==> src/rtl/video_slice_reassembly_tracker_unit_defines.svh <==
// assertion macros for the slice reassembly tracker
`ifndef VIDEO_SLICE_REASSEMBLY_TRACKER_UNIT_DEFINES_SVH
`define VIDEO_SLICE_REASSEMBLY_TRACKER_UNIT_DEFINES_SVH
`ifndef SYNTH
`define VSRT_ASSERT(label, cond, msg) \
  label: assert property (@(posedge clk) disable iff (!rst_n) (cond)) else $error(msg);
`define VSRT_ASSERT_IMPL(label, pre, post, msg) \
  label: assert property (@(posedge clk) disable iff (!rst_n) (pre) |-> (post)) else $error(msg);
`else
`define VSRT_ASSERT(label, cond, msg)
`define VSRT_ASSERT_IMPL(label, pre, post, msg)
`endif
`endif

==> src/rtl/vsrt_ram.sv <==
// generic single-port-write ram with registered read
module vsrt_ram #(
  parameter int WIDTH = 8,
  parameter int DEPTH = 16
) (
  input  logic                     clk,
  input  logic                     we,
  input  logic [$clog2(DEPTH)-1:0] waddr,
  input  logic [WIDTH-1:0]         wdata,
  input  logic [$clog2(DEPTH)-1:0] raddr,
  output logic [WIDTH-1:0]         rdata
);
  logic [WIDTH-1:0] mem [DEPTH];
  always_ff @(posedge clk) begin
    if (we) begin
      mem[waddr] <= wdata;
    end
    rdata <= mem[raddr];
  end
endmodule

==> config.mk <==
export PLATFORM = sky130hd
export DESIGN_NAME = vsrt_ram
export DESIGN_NICKNAME = d
export VERILOG_FILES = /design/src/rtl/video_slice_reassembly_tracker_unit_defines.svh /design/src/rtl/vsrt_ram.sv
export SDC_FILE = /design/constraint.sdc
export NUM_CORES = 1
export LEC_CHECK = 0
export ABC_AREA = 1
export BUFFER_PORTS_ARGS = -buffer_cell sky130_fd_sc_hd__buf_2
export CAP_MARGIN = 20
export CORE_MARGIN = 2
export CORE_UTILIZATION = 31
export DETAILED_ROUTE_END_ITERATION = 7
export PLACE_DENSITY = 0.57
export REMOVE_ABC_BUFFERS = 1
export SYNTH_ARGS = -nofsm -noshare
export SYNTH_HDL_FRONTEND = slang
export SYNTH_SLANG_ARGS = --single-unit
==> constraint.sdc <==
create_clock -name clk -period 2.5 [get_ports clk]
set_input_delay 0.25 -clock clk [delete_from_list [all_inputs] [get_ports clk]]
set_output_delay 0.25 -clock clk [all_outputs]
set_load 0.05 [all_outputs]
# Word level (Yosys, flattened, before mapping)
# Memory sizes are Yosys's and may differ from the RTL's. A register that Yosys moved wholly into a read port is not among the register bits.
# Index checks and enable logic that the tools add are counted.
# totals
n_memories,1
inputBits,18
word_cells,3
ramBits,128
reg_bits,0
out_inout_bits,8
# classes
mux,2
# mem_list
memory,depth,width,read_ports,rd_clocked_by_memory_dff,wr,line_no,source
mem,16,8,1,1,1,vsrt_ram.sv:13,logic [WIDTH-1:0] mem [DEPTH];
# op_table
cell,n
1-bit 2-to-1 mux,2

# Logic depth before layout (Yosys ltp)
# Gate-level depths: netlist of the first run.
# depth
ltp_word,2
mapped_depth,8
ltp_nobuf,7

# Least setup slack after synthesis of the first run
# No wires, ideal clock.
# synth_timing
kind,input -> register
start,input waddr[2]
end,"memory mem[10][0], enable pin"
n_path_buf,0
required_ns,2.130
slack_ns,1.299
setup_ns,0.370
arrival_ns,0.831
cell_stages,2
path_cell_list,nand3b_1 nor2_1
# synth_lines
element,line_no,source
"start, declared",vsrt_ram.sv:8,"input logic [$clog2(DEPTH)-1:0] waddr,"
"end, declared",vsrt_ram.sv:13,
# Straight into the memory's write port.

# Worst setup path in the final report of the first run
# layout_timing
start,"register rdata[2], read port of mem"
end,output rdata[2]
# layout_lines
element,line_no,source
"start, declared",vsrt_ram.sv:11,output logic [WIDTH-1:0] rdata
# No word-level cell between the ends.

==> flow_summary_export.csv, run 1 <==
group,metric,value,unit
run_status,outcome,"complete, no violations",
timing,max_slew_margin,0.398,
final_layout,final_common_cell,"nand2_1",
floorplanning,io_pins,26,
timing,hold_viol,0,
timing,setup_tns,0,ns
worst_setup_path,setup.worst_path.class,"flip-flop to output pin",
pwr,power_density,863,mW/mm2
worst_setup_path,critPathMaxFanout,1,
worst_setup_path,cp_top_family,"flip-flops",
placed_design,place_congestion,0.821,
floorplanning,fp.dieH,140,um
placed_design,placed_cell_area,0.00605,mm2
cts,cts_tree,"built",
synth,synth_area,0.00577,mm2
placed_design,dp_hpwl,8.69,mm
timing,finalCriticalPeriod,1.36,ns
final_layout,ff_latch_area,0.00400,mm2
hold_path,hp-class,"primary input to flip-flop",
global_routing,grt_pass1_vias,3869,
cts,clock_sinks,136,
final_layout,synthToLayoutAreaGrowth,16.7,%
route,drt_wl_total,13.6,mm
worst_setup_path,end_kind,"output pin",
global_routing,grt_first_pass_wirelength,21.3,mm
synth,ys.warnings.count,0,
route,vias_per_cell,4.62,
cts,clockBufferDepth,2,
final_layout,nets,592,
worst_setup_path,r2r_cells,6,
floorplanning,die_area,0.0197,mm2
worst_setup_path,cp.required,2.25,ns
final_layout,design_area,0.00673,mm2
route,vias,3769,
cts,clkLatencyLatePin,0.42,ns
job,cap_violations,0,
floorplanning,initial_core_util,0.319,
cts,cts-buffers-inserted,17,
floorplanning,core,0.0181,mm2
route,ant_nets,0,
cts,cts_hold_buf,0,
timing,finalCritPeriodShare,0.545,
cts,clockRootBuffer,"clkbuf_16",
synth,yosysSeqAreaShare,0.694,
global_routing,grt_max_degree,65,
global_routing,antenna_found_initial,0,
pwr,p_leak,2.86,nW
final_layout,multi_input_area,0.00121,mm2
timing,final.setup_skew,0.00737,ns
timing,drv_slew,0,
worst_setup_path,crit_path_cell_trace,"buf_2",
worst_setup_path,critPathSlowestCell,"dfxtp_1",
route,wl_per_cell,16.7,um
floorplanning,rows,49,
timing,final-setup-viol-count,0,
placed_design,io_buffers,25,
worst_setup_path,worst_path_largest_cell_delay,0.39,ns
synth,synthCells,551,
timing,rsz0062_at_grt,"false",
global_routing,grt-ovfl-total,0,
cts,h-tree-depth,4,
route,dr.pass1.iters,5,
worst_setup_path,crit_cells,1,
route,drt_iter0_markers,301,
final_layout,drive_gt1_frac,0.0988,
cts,cts_resized,0,
worst_setup_path,arrival,1.11,ns
final_layout,fillers,1732,
final_layout,num_antenna_cells,0,
final_layout,mostFrequentLayoutCells,"nand2_1, edfxtp_1, inv_1, nand3_1, buf_2",
worst_setup_path,start_kind,"flip-flop",
timing,worstMarginPinSlew,0.900,ns
pwr,ir_worst_vdd,588,uV
cts,clkTransAtPathRegs,0.06,ns
floorplanning,die_w,140,um
route,route.detailed.drc,0,
synth,synth-seq-cells,136,
hold_path,hold_path_depth,3,
synth,synth_cell_types,12,
worst_setup_path,crit_buf_inv,1,
global_routing,grt_use_total,0.144,
timing,fmax,734,MHz
cts,postCtsSetupBuffers,0,
final_layout,final_util,0.372,
synth,synth.avg_cell_area,10.5,um2
==> final cells by class <==
class | instances | share of cell area
inverter | 102 | 0.0569
timing repair buffer | 28 | 0.0238
clock buffer | 19 | 0.0643
sequential | 136 | 0.595
tap | 229 | 0.0426
multi-input combinational | 289 | 0.180
clock inverter | 13 | 0.0372
==> metal layers <==
metal / GRT usage / up-vias / wire length (um)
met3: 0.0304 / 23 / 559
met2: 0.247 / 110 / 6880
li1: - / 1819 / -
met1: 0.174 / 1817 / 5790
met4: 0.0686 / 0 / 393
met5: 0 / - / 0
==> cell usage after synthesis <==
cell type	instances	area share
inv_2	2	0.0013
nand3_1	97	0.084
dfxtp_1	8	0.028
nor2_1	17	0.011
buf_2	13	0.011
nand3b_1	2	0.0026
nand2_1	173	0.11
buf_6	6	0.012
buf_4	4	0.0052
buf_1	1	0.00065
edfxtp_1	128	0.67
inv_1	100	0.065
==> worst paths after layout <==
| kind | start | endpoint | slack, ns |
|---|---|---|---|
| hold reg to reg | mem[6][2]$_DFFE_PP_ | rdata[2]$_DFF_P_ | 0.69 |
| setup / recovery | rdata[2]$_DFF_P_ | rdata[2] | 1.14 |
| setup reg to reg | mem[7][6]$_DFFE_PP_ | rdata[6]$_DFF_P_ | 1.45 |
| hold / removal | raddr[3] | rdata[3]$_DFF_P_ | 0.20 |
==> registers in the layout, indices dropped and copies added, names as in the netlist <==
signal and flops:
mem 128, rdata 8
==> metrics by stage <==
stage	power, W	hold slack [ns]	std cells	worst slack, ns
6_report	0.00581	0.199	816	1.14
5_1_grt	0.00597	0.196	816	1.12
4_1_cts	0.00584	0.181	816	1.12
3_5_place_dp	0.00297	0.623	784	0.858
3_3_place_gp	0.00297	0.624	784	0.857
2_1_floorplan	0.00280	0.349	527	1.27
==> cells by family after synthesis <==
kind of cell / share of synthesized area
simple gates: 0.210
flops: 0.694
buf+inv: 0.0952
==> power by group <==
part	switching, W	total [W]	internal [W]
clock	0.000916	0.00288	0.00196
sequential	0.0000199	0.00257	0.00255
combinational	0.000271	0.000355	0.0000835
total	0.00121	0.00581	0.00460
Power figures use the tool's default switching activity.
==> inputs of run 2 (changes only) <==
PLACE_DENSITY = 0.58   (was 0.57)
clock period = 1.25 ns   (was 2.5 ns; I/O delays follow)
==> run 2 against run 1 <==
  * Non-clock buffer count is 25 higher
  * Final cell count up 3.1%
  * Wire length shrank 4.3%
  * Combinational power is 110% higher
  * Highest routed layer unchanged
  * Count of clock-buffer cells in the layout did not move
  * Hold slack worse by 0.074 ns
  * Global-route usage is 0.57 points lower
==> flow_summary_export.csv, run 2 (synthesis gave the netlist of run 1 again) <==
group,metric,value,unit
run_status,outcome,"complete, no violations",
final_layout,fillers,1748,
final_layout,final_common_cell,"nand2_1",
final_layout,largest_register,"mem",
worst_setup_path,cp.required,1.12,ns
route,drt_iter0_markers,375,
route,ant_nets,0,
pwr,p_switching,0.00231,W
pwr,pwr-share-clk,0.441,
timing,fmax,850,MHz
final_layout,final_util,0.378,
pwr,seq_power_share,0.489,
worst_setup_path,arrival,1.05,ns
hold_path,hp-class,"primary input to flip-flop",
final_layout,largest_reg_flops,128,
job,cap_violations,0,
pwr,power,0.0105,W
final_layout,synthToLayoutAreaGrowth,18.4,%
route,drt_wl_total,13.0,mm
worst_setup_path,start_kind,"flip-flop",
timing,max_slew_margin,0.769,
route,route.detailed.drc,0,
final_layout,mostFrequentLayoutCells,"nand2_1, edfxtp_1, inv_1, nand3_1, buf_2",
cts,clockBufferDepth,2,
route,dr.pass1.iters,5,
worst_setup_path,critPathMaxFanout,1,
worst_setup_path,cp_top_family,"flip-flops",
cts,cts_hold_buf,0,
timing,worstMarginPinSlew,0.346,ns
worst_setup_path,setup.worst_path.class,"flip-flop to output pin",
cts,clock_sinks,136,
global_routing,grt_pass1_vias,3763,
placed_design,io_buffers,25,
global_routing,grt_use_total,0.138,
cts,cts_resized,0,
cts,clockRootBuffer,"clkbuf_16",
floorplanning,core,0.0181,mm2
route,vias_per_cell,4.48,
floorplanning,rows,49,
floorplanning,io_pins,26,
pwr,p_leak,2.96,nW
cts,cts_tree,"built",
pwr,p_int,0.00819,W
cts,cts-buffers-inserted,17,
timing,final.setup_skew,0.00441,ns
worst_setup_path,worst_path_largest_cell_delay,0.35,ns
timing,rsz0062_at_grt,"false",
floorplanning,fp.dieH,140,um
timing,setup_tns,0,ns
floorplanning,die_w,140,um
floorplanning,die_area,0.0197,mm2
global_routing,grt-ovfl-total,0,
worst_setup_path,crit_buf_inv,1,
placed_design,place_congestion,0.782,
timing,holdWs,0.125,ns
final_layout,reg_top3,"mem (128), rdata (8)",
floorplanning,initial_core_util,0.319,
worst_setup_path,crit_path_cell_trace,"buf_2",
worst_setup_path,critPathSlowestCell,"dfxtp_1",
cts,clkLatencyLatePin,0.42,ns
global_routing,antenna_found_initial,0,
pwr,power_density,1540,mW/mm2
route,wl_per_cell,15.5,um
timing,finalCriticalPeriod,1.18,ns
route,vias,3768,
worst_setup_path,end_kind,"output pin",
timing,finalCritPeriodShare,0.942,
timing,final-setup-viol-count,0,
timing,drv_slew,0,
pwr,netSwitchingFraction,0.220,
pwr,ir_worst_vdd,854,uV
global_routing,grt_max_degree,65,
timing,hold_viol,0,
cts,postCtsSetupBuffers,0,
final_layout,nets,617,
cts,clkTransAtPathRegs,0.05,ns
global_routing,grt_first_pass_wirelength,20.4,mm
pwr,combPwrFrac,0.070,
final_layout,num_antenna_cells,0,
placed_design,dp_hpwl,8.33,mm
cts,h-tree-depth,4,
final_layout,drive_gt1_frac,0.134,
## run 2: cell type report
type | instances | area (um2) | share of cell area
flip-flops and latches | 136 | 4000 | 0.586
inverters | 102 | 383 | 0.0561
clock inverters | 13 | 111 | 0.0163
clock buffers | 19 | 433 | 0.0634
well taps | 229 | 287 | 0.0420
multi-input cells | 289 | 1210 | 0.178
repair buffers | 53 | 398 | 0.0583
## run 2: final timing paths
path | to | cells after the start | slack (ns) | startpoint
worst min-delay path | mem[6][6]$_DFFE_PP_ | 1 | 0.12 | wdata[6]
worst max-delay path | rdata[0] | 1 | 0.07 | rdata[0]$_DFF_P_
worst min register to register | rdata[4]$_DFF_P_ | 6 | 0.69 | mem[2][4]$_DFFE_PP_
worst max register to register | rdata[0]$_DFF_P_ | 6 | 0.28 | mem[13][0]$_DFFE_PP_
## run 2: through the flow
step,instances,instance area [um2],setup slack [ns]
6_report,841,6830,0.0731
5_1_grt,841,6830,0.0269
4_1_cts,841,6830,0.0470
3_5_place_dp,809,6280,0.0768
3_3_place_gp,809,6280,0.108
2_1_floorplan,527,5600,0.145
## run 2: power by group through the flow
stage / logic, W / clock network (W) / registers (W)
after floorplan: 0.000275 / 0 / 0.00532
final: 0.000736 / 0.00463 / 0.00513
after detailed placement: 0.000740 / 0 / 0.00523
after CTS: 0.000745 / 0.00469 / 0.00513
after global placement: 0.000731 / 0 / 0.00523
after global routing: 0.000816 / 0.00486 / 0.00514
## run 2: layer usage
metal | share of wire | track usage | vias up
met5 | 0 | 0 | -
met4 | 0.014 | 0.0595 | 0
met3 | 0.061 | 0.0400 | 12
met2 | 0.48 | 0.214 | 103
met1 | 0.45 | 0.182 | 1782
li1 | - | - | 1871
